--- src/scbw_pkg.sv ---
// Shared types, widths and helper functions for the sprite coverage blender.
// No dependencies; every other file of the block imports this package.
package scbw_pkg;

	// Field widths of the pixel stream and the register file
	localparam int PIX_W  = 16;
	localparam int COV_W  = 4;
	localparam int COL_W  = 10;
	localparam int ROLE_W = 2;
	localparam int EDGE_W = 11;
	localparam int SOFT_W = 10;
	localparam int REG_W  = 16;
	localparam int REG_IDX_W = 3;

	// Panel width in columns; columns at or beyond it are not drawn
	localparam int PANEL_WIDTH = 1024;

	// Pipeline depth: stage 1 front end, stages 2-5 divider, stages 6-9 blend
	localparam int NUM_STAGES = 9;

	// Role codes of the input item
	localparam logic [ROLE_W-1:0] ROLE_INK = 2'd0;
	localparam logic [ROLE_W-1:0] ROLE_DIM = 2'd1;

	// Register indexes of the configuration port
	typedef enum logic [REG_IDX_W-1:0] {
		REG_INK    = 3'd0,
		REG_DIM    = 3'd1,
		REG_ACCENT = 3'd2,
		REG_EDGE   = 3'd3,
		REG_SOFT   = 3'd4
	} reg_idx_t;

	typedef logic [NUM_STAGES-1:0] stage_vec_t;

	typedef struct packed {
		logic [PIX_W-1:0]  ink;
		logic [PIX_W-1:0]  dim;
		logic [PIX_W-1:0]  accent;
		logic [EDGE_W-1:0] edge_col;
		logic [SOFT_W-1:0] soft_width;
	} cfg_t;

	typedef struct packed {
		logic [PIX_W-1:0]  base_pixel;
		logic [COV_W-1:0]  coverage;
		logic [COL_W-1:0]  column;
		logic [ROLE_W-1:0] role;
		logic              in_wipe;
	} in_item_t;

	// Item data that rides alongside the wipe divider
	typedef struct packed {
		logic [PIX_W-1:0] base;
		logic [PIX_W-1:0] ink;
		logic [7:0]       cov17;
		logic             pass;      // leave the base pixel untouched
		logic             fac_zero;  // wipe factor is zero
		logic             fac_full;  // wipe factor is 256
	} side_t;

	// Expand RGB565 to 8 bits per channel by bit replication: {r8, g8, b8}
	function automatic logic [23:0] widen565(logic [PIX_W-1:0] c);
		logic [4:0] r5;
		logic [5:0] g6;
		logic [4:0] b5;
		r5 = c[15:11];
		g6 = c[10:5];
		b5 = c[4:0];
		return {r5, r5[4:2], g6, g6[5:4], b5, b5[4:2]};
	endfunction

	// Round an 8-bit channel to 5 bits, saturating at the top code
	function automatic logic [4:0] narrow5(logic [7:0] v);
		logic [8:0] t;
		t = {1'b0, v} + 9'd4;
		return t[8] ? 5'h1F : t[7:3];
	endfunction

	// Round an 8-bit channel to 6 bits, saturating at the top code
	function automatic logic [5:0] narrow6(logic [7:0] v);
		logic [8:0] t;
		t = {1'b0, v} + 9'd2;
		return t[8] ? 6'h3F : t[7:2];
	endfunction

endpackage

--- src/scbw_in_if.sv ---
// Input pixel channel: valid/ready handshake with the pixel item as payload.
// Depends on scbw_pkg for the field widths.
interface scbw_in_if import scbw_pkg::*; ();
	logic              valid;
	logic              ready;
	logic [PIX_W-1:0]  base_pixel;
	logic [COV_W-1:0]  coverage;
	logic [COL_W-1:0]  column;
	logic [ROLE_W-1:0] role;
	logic              in_wipe;

	modport source(output valid, base_pixel, coverage, column, role, in_wipe, input ready);
	modport sink(input valid, base_pixel, coverage, column, role, in_wipe, output ready);
endinterface

--- src/scbw_out_if.sv ---
// Output pixel channel: valid/ready handshake carrying the blended pixel.
// Depends on scbw_pkg for the pixel width.
interface scbw_out_if import scbw_pkg::*; ();
	logic             valid;
	logic             ready;
	logic [PIX_W-1:0] pixel_out;

	modport source(output valid, pixel_out, input ready);
	modport sink(input valid, pixel_out, output ready);
endinterface

--- src/scbw_cfg_regs.sv ---
// Configuration register file: ink colours and wipe edge/soft width.
// Depends on scbw_pkg for cfg_t and the register index codes.
module scbw_cfg_regs import scbw_pkg::*; (
	input  logic                 clk,
	input  logic                 arst_n,
	input  logic                 cfg_we,
	input  logic [REG_IDX_W-1:0] cfg_index,
	input  logic [REG_W-1:0]     cfg_wdata,
	output cfg_t                 cfg
);

	cfg_t cfg_q;

	// Write the addressed register; drop writes to unknown indexes
	always_ff @(posedge clk or negedge arst_n) begin
		if (!arst_n) begin
			cfg_q <= '0;
		end else if (cfg_we) begin
			unique case (reg_idx_t'(cfg_index))
				REG_INK:    cfg_q.ink        <= cfg_wdata;
				REG_DIM:    cfg_q.dim        <= cfg_wdata;
				REG_ACCENT: cfg_q.accent     <= cfg_wdata;
				REG_EDGE:   cfg_q.edge_col   <= cfg_wdata[EDGE_W-1:0];
				REG_SOFT:   cfg_q.soft_width <= cfg_wdata[SOFT_W-1:0];
				default: begin
				end
			endcase
		end
	end

	assign cfg = cfg_q;

endmodule

--- src/scbw_front.sv ---
// Stage 1: ink selection by role and classification of the wipe factor.
// Depends on scbw_pkg for in_item_t, side_t and cfg_t.
module scbw_front import scbw_pkg::*; (
	input  logic             clk,
	input  stage_vec_t       en,
	input  cfg_t             cfg,
	input  in_item_t         item,
	output side_t            side_s1,
	output logic [SOFT_W-1:0] rem_s1
);

	side_t             side_d;
	logic [EDGE_W-1:0] col_x;
	logic [EDGE_W:0]   reach;
	logic [EDGE_W-1:0] edge_gap;

	// Pick the ink and decide where the column sits against the wipe edge
	always_comb begin
		col_x    = {1'b0, item.column};
		reach    = {2'b00, item.column} + {2'b00, cfg.soft_width};
		edge_gap = cfg.edge_col - col_x;

		side_d.base  = item.base_pixel;
		side_d.cov17 = {item.coverage, item.coverage};
		side_d.pass  = (item.coverage == '0) || (int'(item.column) >= PANEL_WIDTH);
		unique case (item.role)
			ROLE_INK: side_d.ink = cfg.ink;
			ROLE_DIM: side_d.ink = cfg.dim;
			default:  side_d.ink = cfg.accent;
		endcase
		side_d.fac_zero = item.in_wipe && (col_x >= cfg.edge_col);
		side_d.fac_full = !item.in_wipe || (cfg.soft_width == '0) ||
			(reach <= {1'b0, cfg.edge_col});
	end

	// Register stage 1; inside the soft band the distance is below soft
	always_ff @(posedge clk) begin
		if (en[0]) begin
			side_s1 <= side_d;
			rem_s1  <= edge_gap[SOFT_W-1:0];
		end
	end

endmodule

--- src/scbw_wipe_div.sv ---
// Stages 2-5: restoring divider for (distance * 256) / soft, two quotient
// bits per stage. Depends on scbw_pkg for side_t and stage_vec_t.
module scbw_wipe_div import scbw_pkg::*; (
	input  logic              clk,
	input  stage_vec_t        en,
	input  logic [SOFT_W-1:0] soft_width,
	input  side_t             side_s1,
	input  logic [SOFT_W-1:0] rem_s1,
	output side_t             side_s5,
	output logic [7:0]        quo_s5
);

	// One restoring step: {quotient bit, new remainder}
	function automatic logic [SOFT_W:0] div_step(logic [SOFT_W-1:0] r, logic [SOFT_W-1:0] s);
		logic [SOFT_W:0] r2;
		logic [SOFT_W:0] diff;
		r2   = {r, 1'b0};
		diff = r2 - {1'b0, s};
		if (r2 >= {1'b0, s}) begin
			return {1'b1, diff[SOFT_W-1:0]};
		end
		return {1'b0, r2[SOFT_W-1:0]};
	endfunction

	// Two steps: {two quotient bits, remainder}
	function automatic logic [SOFT_W+1:0] two_steps(logic [SOFT_W-1:0] r, logic [SOFT_W-1:0] s);
		logic [SOFT_W:0] a;
		logic [SOFT_W:0] b;
		a = div_step(r, s);
		b = div_step(a[SOFT_W-1:0], s);
		return {a[SOFT_W], b[SOFT_W], b[SOFT_W-1:0]};
	endfunction

	logic [SOFT_W+1:0] st2, st3, st4, st5;
	side_t             side_s2, side_s3, side_s4;
	logic [SOFT_W-1:0] rem_s2, rem_s3, rem_s4;
	logic [7:0]        quo_s2, quo_s3, quo_s4;

	assign st2 = two_steps(rem_s1, soft_width);
	assign st3 = two_steps(rem_s2, soft_width);
	assign st4 = two_steps(rem_s3, soft_width);
	assign st5 = two_steps(rem_s4, soft_width);

	// Advance the divider stages; quotient bits shift in from the right
	always_ff @(posedge clk) begin
		if (en[1]) begin
			side_s2 <= side_s1;
			rem_s2  <= st2[SOFT_W-1:0];
			quo_s2  <= {6'd0, st2[SOFT_W+1:SOFT_W]};
		end
		if (en[2]) begin
			side_s3 <= side_s2;
			rem_s3  <= st3[SOFT_W-1:0];
			quo_s3  <= {quo_s2[5:0], st3[SOFT_W+1:SOFT_W]};
		end
		if (en[3]) begin
			side_s4 <= side_s3;
			rem_s4  <= st4[SOFT_W-1:0];
			quo_s4  <= {quo_s3[5:0], st4[SOFT_W+1:SOFT_W]};
		end
		if (en[4]) begin
			side_s5 <= side_s4;
			quo_s5  <= {quo_s4[5:0], st5[SOFT_W+1:SOFT_W]};
		end
	end

endmodule

--- src/scbw_blend.sv ---
// Stages 6-9: alpha from coverage and wipe factor, per-channel interpolation
// with an exact divide by 255, rounding back to RGB565. Depends on scbw_pkg.
module scbw_blend import scbw_pkg::*; (
	input  logic             clk,
	input  stage_vec_t       en,
	input  side_t            side_s5,
	input  logic [7:0]       quo_s5,
	output logic [PIX_W-1:0] pix_s9
);

	// Stage 6 signals
	logic [8:0]       factor;
	logic [16:0]      aprod;
	logic [7:0]       alpha_s6;
	logic [PIX_W-1:0] base_s6, ink_s6;
	logic             pass_s6;

	// Stage 7 signals
	logic [23:0]      b24, c24;
	logic [15:0]      m_d [3];
	logic             neg_d [3];
	logic [15:0]      m_s7 [3];
	logic             neg_s7 [3];
	logic [7:0]       b8_s7 [3];
	logic             sel_base_s7, sel_ink_s7;
	logic [PIX_W-1:0] base_s7, ink_s7;

	// Stage 8 signals
	logic [7:0]       q0_d [3];
	logic [7:0]       q0_s8 [3];
	logic [15:0]      m_s8 [3];
	logic             neg_s8 [3];
	logic [7:0]       b8_s8 [3];
	logic             sel_base_s8, sel_ink_s8;
	logic [PIX_W-1:0] base_s8, ink_s8;

	// Stage 9 signals
	logic [7:0]       v_d [3];
	logic [PIX_W-1:0] mix_pix;

	// Stage 6: scale coverage by the wipe factor
	always_comb begin
		if (side_s5.fac_zero) begin
			factor = 9'd0;
		end else if (side_s5.fac_full) begin
			factor = 9'd256;
		end else begin
			factor = {1'b0, quo_s5};
		end
		aprod = 17'(side_s5.cov17) * 17'(factor);
	end

	always_ff @(posedge clk) begin
		if (en[5]) begin
			alpha_s6 <= aprod[15:8];
			base_s6  <= side_s5.base;
			ink_s6   <= side_s5.ink;
			pass_s6  <= side_s5.pass;
		end
	end

	// Stage 7: widen, take the channel difference magnitude and scale by alpha
	always_comb begin
		logic [7:0] bc, cc, mag;
		b24 = widen565(base_s6);
		c24 = widen565(ink_s6);
		for (int c = 0; c < 3; c++) begin
			bc = b24[8*c +: 8];
			cc = c24[8*c +: 8];
			neg_d[c] = cc < bc;
			mag = neg_d[c] ? (bc - cc) : (cc - bc);
			m_d[c] = 16'(mag) * 16'(alpha_s6);
		end
	end

	always_ff @(posedge clk) begin
		if (en[6]) begin
			for (int c = 0; c < 3; c++) begin
				m_s7[c]   <= m_d[c];
				neg_s7[c] <= neg_d[c];
				b8_s7[c]  <= b24[8*c +: 8];
			end
			sel_base_s7 <= pass_s6 || (alpha_s6 == 8'd0);
			sel_ink_s7  <= (alpha_s6 == 8'hFF);
			base_s7     <= base_s6;
			ink_s7      <= ink_s6;
		end
	end

	// Stage 8: quotient estimate m*257 >> 16, low by at most one
	always_comb begin
		logic [23:0] est;
		for (int c = 0; c < 3; c++) begin
			est = {m_s7[c], 8'd0} + {8'd0, m_s7[c]};
			q0_d[c] = est[23:16];
		end
	end

	always_ff @(posedge clk) begin
		if (en[7]) begin
			for (int c = 0; c < 3; c++) begin
				q0_s8[c]  <= q0_d[c];
				m_s8[c]   <= m_s7[c];
				neg_s8[c] <= neg_s7[c];
				b8_s8[c]  <= b8_s7[c];
			end
			sel_base_s8 <= sel_base_s7;
			sel_ink_s8  <= sel_ink_s7;
			base_s8     <= base_s7;
			ink_s8      <= ink_s7;
		end
	end

	// Stage 9: correct the quotient, apply it toward the ink, round to 565
	always_comb begin
		logic [15:0] back;
		logic [15:0] r;
		logic [8:0]  q;
		logic [8:0]  v;
		for (int c = 0; c < 3; c++) begin
			back = {q0_s8[c], 8'd0} - {8'd0, q0_s8[c]};
			r = m_s8[c] - back;
			q = {1'b0, q0_s8[c]} + ((r >= 16'd255) ? 9'd1 : 9'd0);
			v = neg_s8[c] ? ({1'b0, b8_s8[c]} - q) : ({1'b0, b8_s8[c]} + q);
			v_d[c] = v[7:0];
		end
		mix_pix = {narrow5(v_d[2]), narrow6(v_d[1]), narrow5(v_d[0])};
	end

	always_ff @(posedge clk) begin
		if (en[8]) begin
			priority if (sel_base_s8) begin
				pix_s9 <= base_s8;
			end else if (sel_ink_s8) begin
				pix_s9 <= ink_s8;
			end else begin
				pix_s9 <= mix_pix;
			end
		end
	end

endmodule

--- src/sprite_coverage_blend_with_wipe_top.sv ---
// Sprite coverage blender with layer wipe, RGB565.
//
// Usage: pixels enter on pix_in (valid/ready) with the base pixel, the 4-bit
// sprite coverage, the column, the ink role and the wipe flag; the blended
// pixel leaves on pix_out (valid/ready). The colour and wipe registers are
// written through cfg_we/cfg_index/cfg_wdata while no pixel is in flight.
//
// Throughput: one pixel per clock, sustained while pix_out is ready.
// Latency: nine register stages, set by the wipe divider (four stages, two
// quotient bits each) and the blend (alpha multiply, channel multiply, divide
// by 255 and round).
//
// Reset (arst_n low) clears the configuration registers to zero and the
// stage valid bits, which empties the pipeline.
// When the receiver stalls, the last stage holds its pixel; earlier stages
// keep moving into empty slots, and pix_in.ready drops only once all nine
// stages are full. Nothing is lost or repeated across a stall.
// Depends on scbw_pkg, scbw_in_if, scbw_out_if and the scbw_* stage modules.
module sprite_coverage_blend_with_wipe_top import scbw_pkg::*; (
	input  logic                 clk,
	input  logic                 arst_n,
	input  logic                 cfg_we,
	input  logic [REG_IDX_W-1:0] cfg_index,
	input  logic [REG_W-1:0]     cfg_wdata,
	scbw_in_if.sink              pix_in,
	scbw_out_if.source           pix_out
);

	cfg_t              cfg;
	in_item_t          item;
	stage_vec_t        en;
	stage_vec_t        vld_q;
	side_t             side_s1, side_s5;
	logic [SOFT_W-1:0] rem_s1;
	logic [7:0]        quo_s5;
	logic [PIX_W-1:0]  pix_s9;

	scbw_cfg_regs u_cfg (
		.clk       (clk),
		.arst_n    (arst_n),
		.cfg_we    (cfg_we),
		.cfg_index (cfg_index),
		.cfg_wdata (cfg_wdata),
		.cfg       (cfg)
	);

	// Gather the input payload
	assign item = '{
		base_pixel: pix_in.base_pixel,
		coverage:   pix_in.coverage,
		column:     pix_in.column,
		role:       pix_in.role,
		in_wipe:    pix_in.in_wipe
	};

	// A stage advances when it is empty or the stage after it advances
	always_comb begin
		en[NUM_STAGES-1] = !vld_q[NUM_STAGES-1] || pix_out.ready;
		for (int k = NUM_STAGES - 2; k >= 0; k--) begin
			en[k] = !vld_q[k] || en[k+1];
		end
	end

	// Move valid bits along with the data
	always_ff @(posedge clk or negedge arst_n) begin
		if (!arst_n) begin
			vld_q <= '0;
		end else begin
			if (en[0]) begin
				vld_q[0] <= pix_in.valid;
			end
			for (int k = 1; k < NUM_STAGES; k++) begin
				if (en[k]) begin
					vld_q[k] <= vld_q[k-1];
				end
			end
		end
	end

	scbw_front u_front (
		.clk     (clk),
		.en      (en),
		.cfg     (cfg),
		.item    (item),
		.side_s1 (side_s1),
		.rem_s1  (rem_s1)
	);

	scbw_wipe_div u_div (
		.clk        (clk),
		.en         (en),
		.soft_width (cfg.soft_width),
		.side_s1    (side_s1),
		.rem_s1     (rem_s1),
		.side_s5    (side_s5),
		.quo_s5     (quo_s5)
	);

	scbw_blend u_blend (
		.clk     (clk),
		.en      (en),
		.side_s5 (side_s5),
		.quo_s5  (quo_s5),
		.pix_s9  (pix_s9)
	);

	assign pix_in.ready      = en[0];
	assign pix_out.valid     = vld_q[NUM_STAGES-1];
	assign pix_out.pixel_out = pix_s9;

`ifndef SYNTHESIS
	// Input back-pressure only when every stage holds a pixel
	a_ready_full: assert property (@(posedge clk) disable iff (!arst_n)
		!pix_in.ready |-> (vld_q == '1))
		else $error("input stalled with an empty pipeline stage");

	// A stalled first stage keeps its pixel
	a_stall_holds: assert property (@(posedge clk) disable iff (!arst_n)
		(vld_q[0] && !en[0]) |=> vld_q[0])
		else $error("stage 1 pixel lost during a stall");

	// A pixel leaving the last stage is replaced by the one behind it
	a_drain: assert property (@(posedge clk) disable iff (!arst_n)
		(pix_out.valid && pix_out.ready) |=> (vld_q[NUM_STAGES-1] == $past(vld_q[NUM_STAGES-2])))
		else $error("output stage did not take the pixel behind it");
`endif

endmodule
--- src/flat_wrapper.sv ---
// flat-port wrapper written by rule: the top's interface ports become plain ports
module sprite_coverage_blend_with_wipe_top_flat import scbw_pkg::*;
  (clk, arst_n, cfg_we, cfg_index, cfg_wdata, pix_in_valid, pix_in_base_pixel, pix_in_coverage, pix_in_column, pix_in_role, pix_in_in_wipe, pix_in_ready, pix_out_valid, pix_out_pixel_out, pix_out_ready);
  scbw_in_if pix_in_i ();
  scbw_out_if pix_out_i ();
  input  logic clk;
  input  logic arst_n;
  input  logic cfg_we;
  input  logic [REG_IDX_W-1:0] cfg_index;
  input  logic [REG_W-1:0] cfg_wdata;
  input wire logic [$bits(pix_in_i.valid)-1:0] pix_in_valid;
  input wire logic [$bits(pix_in_i.base_pixel)-1:0] pix_in_base_pixel;
  input wire logic [$bits(pix_in_i.coverage)-1:0] pix_in_coverage;
  input wire logic [$bits(pix_in_i.column)-1:0] pix_in_column;
  input wire logic [$bits(pix_in_i.role)-1:0] pix_in_role;
  input wire logic [$bits(pix_in_i.in_wipe)-1:0] pix_in_in_wipe;
  output wire logic [$bits(pix_in_i.ready)-1:0] pix_in_ready;
  output wire logic [$bits(pix_out_i.valid)-1:0] pix_out_valid;
  output wire logic [$bits(pix_out_i.pixel_out)-1:0] pix_out_pixel_out;
  input wire logic [$bits(pix_out_i.ready)-1:0] pix_out_ready;
  assign pix_in_i.valid = pix_in_valid;
  assign pix_in_i.base_pixel = pix_in_base_pixel;
  assign pix_in_i.coverage = pix_in_coverage;
  assign pix_in_i.column = pix_in_column;
  assign pix_in_i.role = pix_in_role;
  assign pix_in_i.in_wipe = pix_in_in_wipe;
  assign pix_in_ready = pix_in_i.ready;
  assign pix_out_valid = pix_out_i.valid;
  assign pix_out_pixel_out = pix_out_i.pixel_out;
  assign pix_out_i.ready = pix_out_ready;
  sprite_coverage_blend_with_wipe_top u_core (.clk(clk), .arst_n(arst_n), .cfg_we(cfg_we), .cfg_index(cfg_index), .cfg_wdata(cfg_wdata), .pix_in(pix_in_i), .pix_out(pix_out_i));
endmodule
--- config.mk ---
export PLATFORM = sky130hd
export DESIGN_NAME = sprite_coverage_blend_with_wipe_top_flat
export DESIGN_NICKNAME = d
export VERILOG_FILES = /design/src/scbw_pkg.sv /design/src/scbw_in_if.sv /design/src/scbw_out_if.sv /design/src/scbw_cfg_regs.sv /design/src/scbw_front.sv /design/src/scbw_wipe_div.sv /design/src/scbw_blend.sv /design/src/sprite_coverage_blend_with_wipe_top.sv /design/src/flat_wrapper.sv
export SDC_FILE = /design/constraint.sdc
export NUM_CORES = 2
export LEC_CHECK = 0
export BUFFER_PORTS_ARGS = -buffer_cell sky130_fd_sc_hd__buf_2
export CAP_MARGIN = 0
export CORE_ASPECT_RATIO = 0.6
export CORE_MARGIN = 5
export CORE_UTILIZATION = 50
export CTS_BUF_LIST = sky130_fd_sc_hd__clkbuf_2
export CTS_CLUSTER_DIAMETER = 60
export DETAILED_ROUTE_END_ITERATION = 10
export PLACE_DENSITY = 0.77
export SLEW_MARGIN = 10
export SYNTH_ARGS = -nofsm -noshare
export SYNTH_HDL_FRONTEND = slang
export SYNTH_SLANG_ARGS = --single-unit
--- constraint.sdc ---
create_clock -name clk -period 17.01 [get_ports clk]
set_input_delay 0.8505 -clock clk [delete_from_list [all_inputs] [get_ports clk]]
set_output_delay 0.8505 -clock clk [all_outputs]
set_load 0.005 [all_outputs]
==> results.sh <==
export IMPL_grt_antenna_before_repair=3
export IMPL_grt_total_usage=0.202
export IMPL_start_kind="register"
export IMPL_dr_wl_met3_um=6830
export IMPL_regArea_sq_mm=0.0171
export IMPL_fin_crit_sh=0.429
export IMPL_cts_buffers=138
export IMPL_start_util=0.506
export IMPL_dp_hpwl_um=62300
export IMPL_port_buffer_count=74
export IMPL_grt_pass1_wl_um=136000
export IMPL_fin_skew_ps=129
export IMPL_die_h_um=227
export IMPL_finalHoldViolCount=0
export IMPL_drv_cap=0
export IMPL_drt_iter0_drc=2089
export IMPL_path_max_fanout=8
export IMPL_syn_area_sq_mm=0.0393
export IMPL_hold_class="in2reg"
export IMPL_rsz0062_at_grt="no"
export IMPL_ant_nets=0
export IMPL_crit_type="reg2reg"
export IMPL_syn_nets=4110
export IMPL_final_nets=4323
export IMPL_dr_max_layer_used="met4"
export IMPL_viasPerCell=5.39
export IMPL_finalSetupViolCount=0
export IMPL_path_clk_slew_ps=110
export IMPL_gr_total_overflow=0
export IMPL_synth_area_top_cells="edfxtp_1 39%, ha_1 14%, fa_1 8.2%, dfrtp_1 5.0%, inv_1 4.3%"
export IMPL_synth_edf_count=506
export IMPL_cts_root_buf="clkbuf_2"
export IMPL_fin_crit_ps=7290
export IMPL_synth_avg_cell_area_sq_um=11.4
export IMPL_status="finished clean"
export IMPL_wl_per_cell_um=17.4
export IMPL_syn2layout_area_growth_pct=8.52
export IMPL_ios=75
export IMPL_htreeDepth=4
export IMPL_die_area_sq_mm=0.0845
export IMPL_setup_tns_ps=0
export IMPL_drt_total_wl_um=83800
export IMPL_ys_async_sr_fraction=0.134
export IMPL_yosysTopAreaCell="edfxtp_1"
export IMPL_clkLatencyLatePin_ps=1210
export IMPL_synth_top_area_share=0.387
export IMPL_worst_ep_arrival_time_ps=8150
export IMPL_cts_sinks=584
export IMPL_synth_cells=3460
export IMPL_die_w_um=372
export IMPL_yosysWarningCount=0
export IMPL_nFillCells=6593
export IMPL_wl_met1_um=41400
export IMPL_multi_input_area_sq_mm=0.0203
export IMPL_drt_pass1_iter_count=5
export IMPL_grt_pass1_vias=25800
export IMPL_fmax_ghz=0.137
export IMPL_yosysSeqAreaShare=0.436
export IMPL_routed_wl_met2_um=34100
export IMPL_rows=79
export IMPL_grt_max_degree=79
export IMPL_final_layout_size_suffix_gt1_frac=0.126
export IMPL_relSlewSlack=0.116
export IMPL_clock_path_buffers=3
export IMPL_dr_total_vias=26000
export IMPL_slew_violations=0
export IMPL_critical_path_required_ps=17860
export IMPL_cts_tree="built"
export IMPL_gp_congestion=0.929
export IMPL_max_slew_worst_pin_slew_ps=1330
export IMPL_coreArea_sq_mm=0.0777
export IMPL_synth_distinct_cells=88
export IMPL_ys_flop_type="edfxtp_1"
export IMPL_drc=0
export IMPL_ys_ff_latch=584
export IMPL_end_kind="register"
## per-stage QoR
| step | setup slack, ps | util | std cells | hold slack, ps | area (sq um) |
|---|---|---|---|---|---|
| 2_1_floorplan | 10480 | - | 3460 | 400 | 39300 |
| 3_3_place_gp | 10030 | 0.527 | 4546 | 400 | 41000 |
| 3_5_place_dp | 9900 | 0.527 | 4546 | 405 | 41000 |
| 4_1_cts | 9890 | 0.549 | 4828 | 39.6 | 42600 |
| 5_1_grt | 9360 | 0.549 | 4830 | 114 | 42700 |
| 6_report | 9720 | 0.549 | 4830 | 195 | 42700 |
## critical path, stage by stage (launching register included)
cell	delay (ps)
edfxtp_1	450
inv_1	120
ha_1	150
inv_1	60
fa_1	430
a21oi_1	170
o21bai_1	130
a2111oi_1	640
o221a_2	300
nor3_1	60
o21ai_1	190
nand2_1	120
xnor2_2	240
and2_1	220
fa_1	470
inv_1	50
fa_1	470
inv_1	50
fa_1	510
fa_1	510
ha_1	340
a21boi_1	150
o21ai_0	160
nand2b_1	100
a21o_1	200
a41o_1	260
o41a_1	320
xnor2_1	130
## kinds of logic (layout without fill, tap and decap cells)
group | Yosys count | count (layout) | share of synthesized area
other | 0 | 2 | 0
buffers and inverters | 512 | 827 | 0.0495
muxes | 161 | 161 | 0.0462
DFF | 584 | 584 | 0.436
and+or+nand+nor | 833 | 833 | 0.105
AOI/OAI and AO/OA | 552 | 552 | 0.0930
adders and majority gates | 594 | 594 | 0.220
xor gates and xnor gates | 224 | 224 | 0.0505
## layout make-up
cell class / count / area share
timing repair buffer: 135 / 0.0218
multi-input combinational: 2364 / 0.475
tap: 1053 / 0.0309
clock inverter: 40 / 0.00660
antenna: 2 / 0.000117
sequential: 584 / 0.402
clock buffer: 202 / 0.0237
inverter: 450 / 0.0397
## final timing paths
| check | from | to | slack [ps] | cells past startpoint |
|---|---|---|---|---|
| max in group asynchronous | arst_n | u_core.vld_q[0]$_DFFE_PN0P_ | 15990 | 2 |
| min in group asynchronous | arst_n | u_core.u_cfg.cfg[33]$_DFFE_PN0P_ | 330 | 2 |
| worst min-delay path | cfg_index[1] | u_core.u_cfg.cfg[3]$_DFFE_PN0P_ | 200 | 3 |
| worst min register to register | u_core.u_div.side_s4[14]$_DFFE_PP_ | u_core.u_div.side_s5[14]$_DFFE_PP_ | 360 | 0 |
| worst max-delay path | u_core.u_blend.ink_s6[13]$_DFFE_PP_ | u_core.u_blend.m_s7[0][47]$_DFFE_PP_ | 9720 | 27 |
| worst max register to register | u_core.u_blend.ink_s6[13]$_DFFE_PP_ | u_core.u_blend.m_s7[0][47]$_DFFE_PP_ | 9720 | 27 |
## what timing repair did
| action | 4_1_cts | 5_1_grt |
|---|---|---|
| hold buffers | 40 | 0 |
| setup buffers | 0 | 0 |
| gates resized for setup | 0 | 0 |
| endpoints found under the hold margin | 172 | 0 |
## cells in the mapped netlist, types with 7 or more instances
library cell  count
and2_1           79
a211oi_1         18
or2_2            11
clkbuf_1         53
a31oi_1          14
mux2_1            8
a21oi_1         134
o211ai_1          9
nor4_1           14
a21boi_1          7
o21bai_1         17
or3_1            17
xnor2_1         167
o21ai_1          22
o31ai_1          11
mux2i_1          45
a21boi_0         16
o22ai_1          13
and3_1           24
a21o_1           67
o21ai_0         113
nor3_1           42
nand3_1          41
mux2_2           92
edfxtp_1        506
ha_1            432
xor2_1           54
nand4_1          30
inv_1           448
nand2b_1         62
nor2_1          166
mux2_4           16
a221oi_1         11
fa_1            161
nand2_1         249
nor2b_1          76
dfrtp_1          78
o21a_1           33
## state kept, by name (all words and copies together), names as in the netlist, 39 cells and up
name,cells
u_core.u_cfg.cfg,69
u_core.u_blend.m_s7,48
u_core.u_blend.m_s8,48
u_core.u_div.side_s2,39
u_core.u_div.side_s3,39
u_core.u_div.side_s4,39
u_core.u_div.side_s5,39
u_core.u_front.side_s1,39
## cells in the final DEF, fill, tap and decap left out, drive strengths merged, types with 18 or more instances in the layout
cell         count
nand2          249
dfrtp           78
a211oi          18
clkbuf         202
nand2b          62
xor2            54
ha             432
nand3           41
mux2i           45
fa             161
mux2           116
and2            79
nor2           168
clkinv          29
o21ai          137
and3            24
xnor2          170
o21a            33
nor2b           76
dlygate4sd3     40
inv            457
a21o            67
edfxtp         506
nand4           30
a21boi          23
a21oi          137
buf             95
nor3            43
## metal layers
layer	GRT usage	up-vias
met3	0.0484	111
met4	0.0495	0
met5	0	-
met1	0.310	12500
li1	-	12600
met2	0.288	875
Power is left out: the tool's default activity adds up to more than one toggle a clock period on the data nets, which glitch-free logic cannot reach.
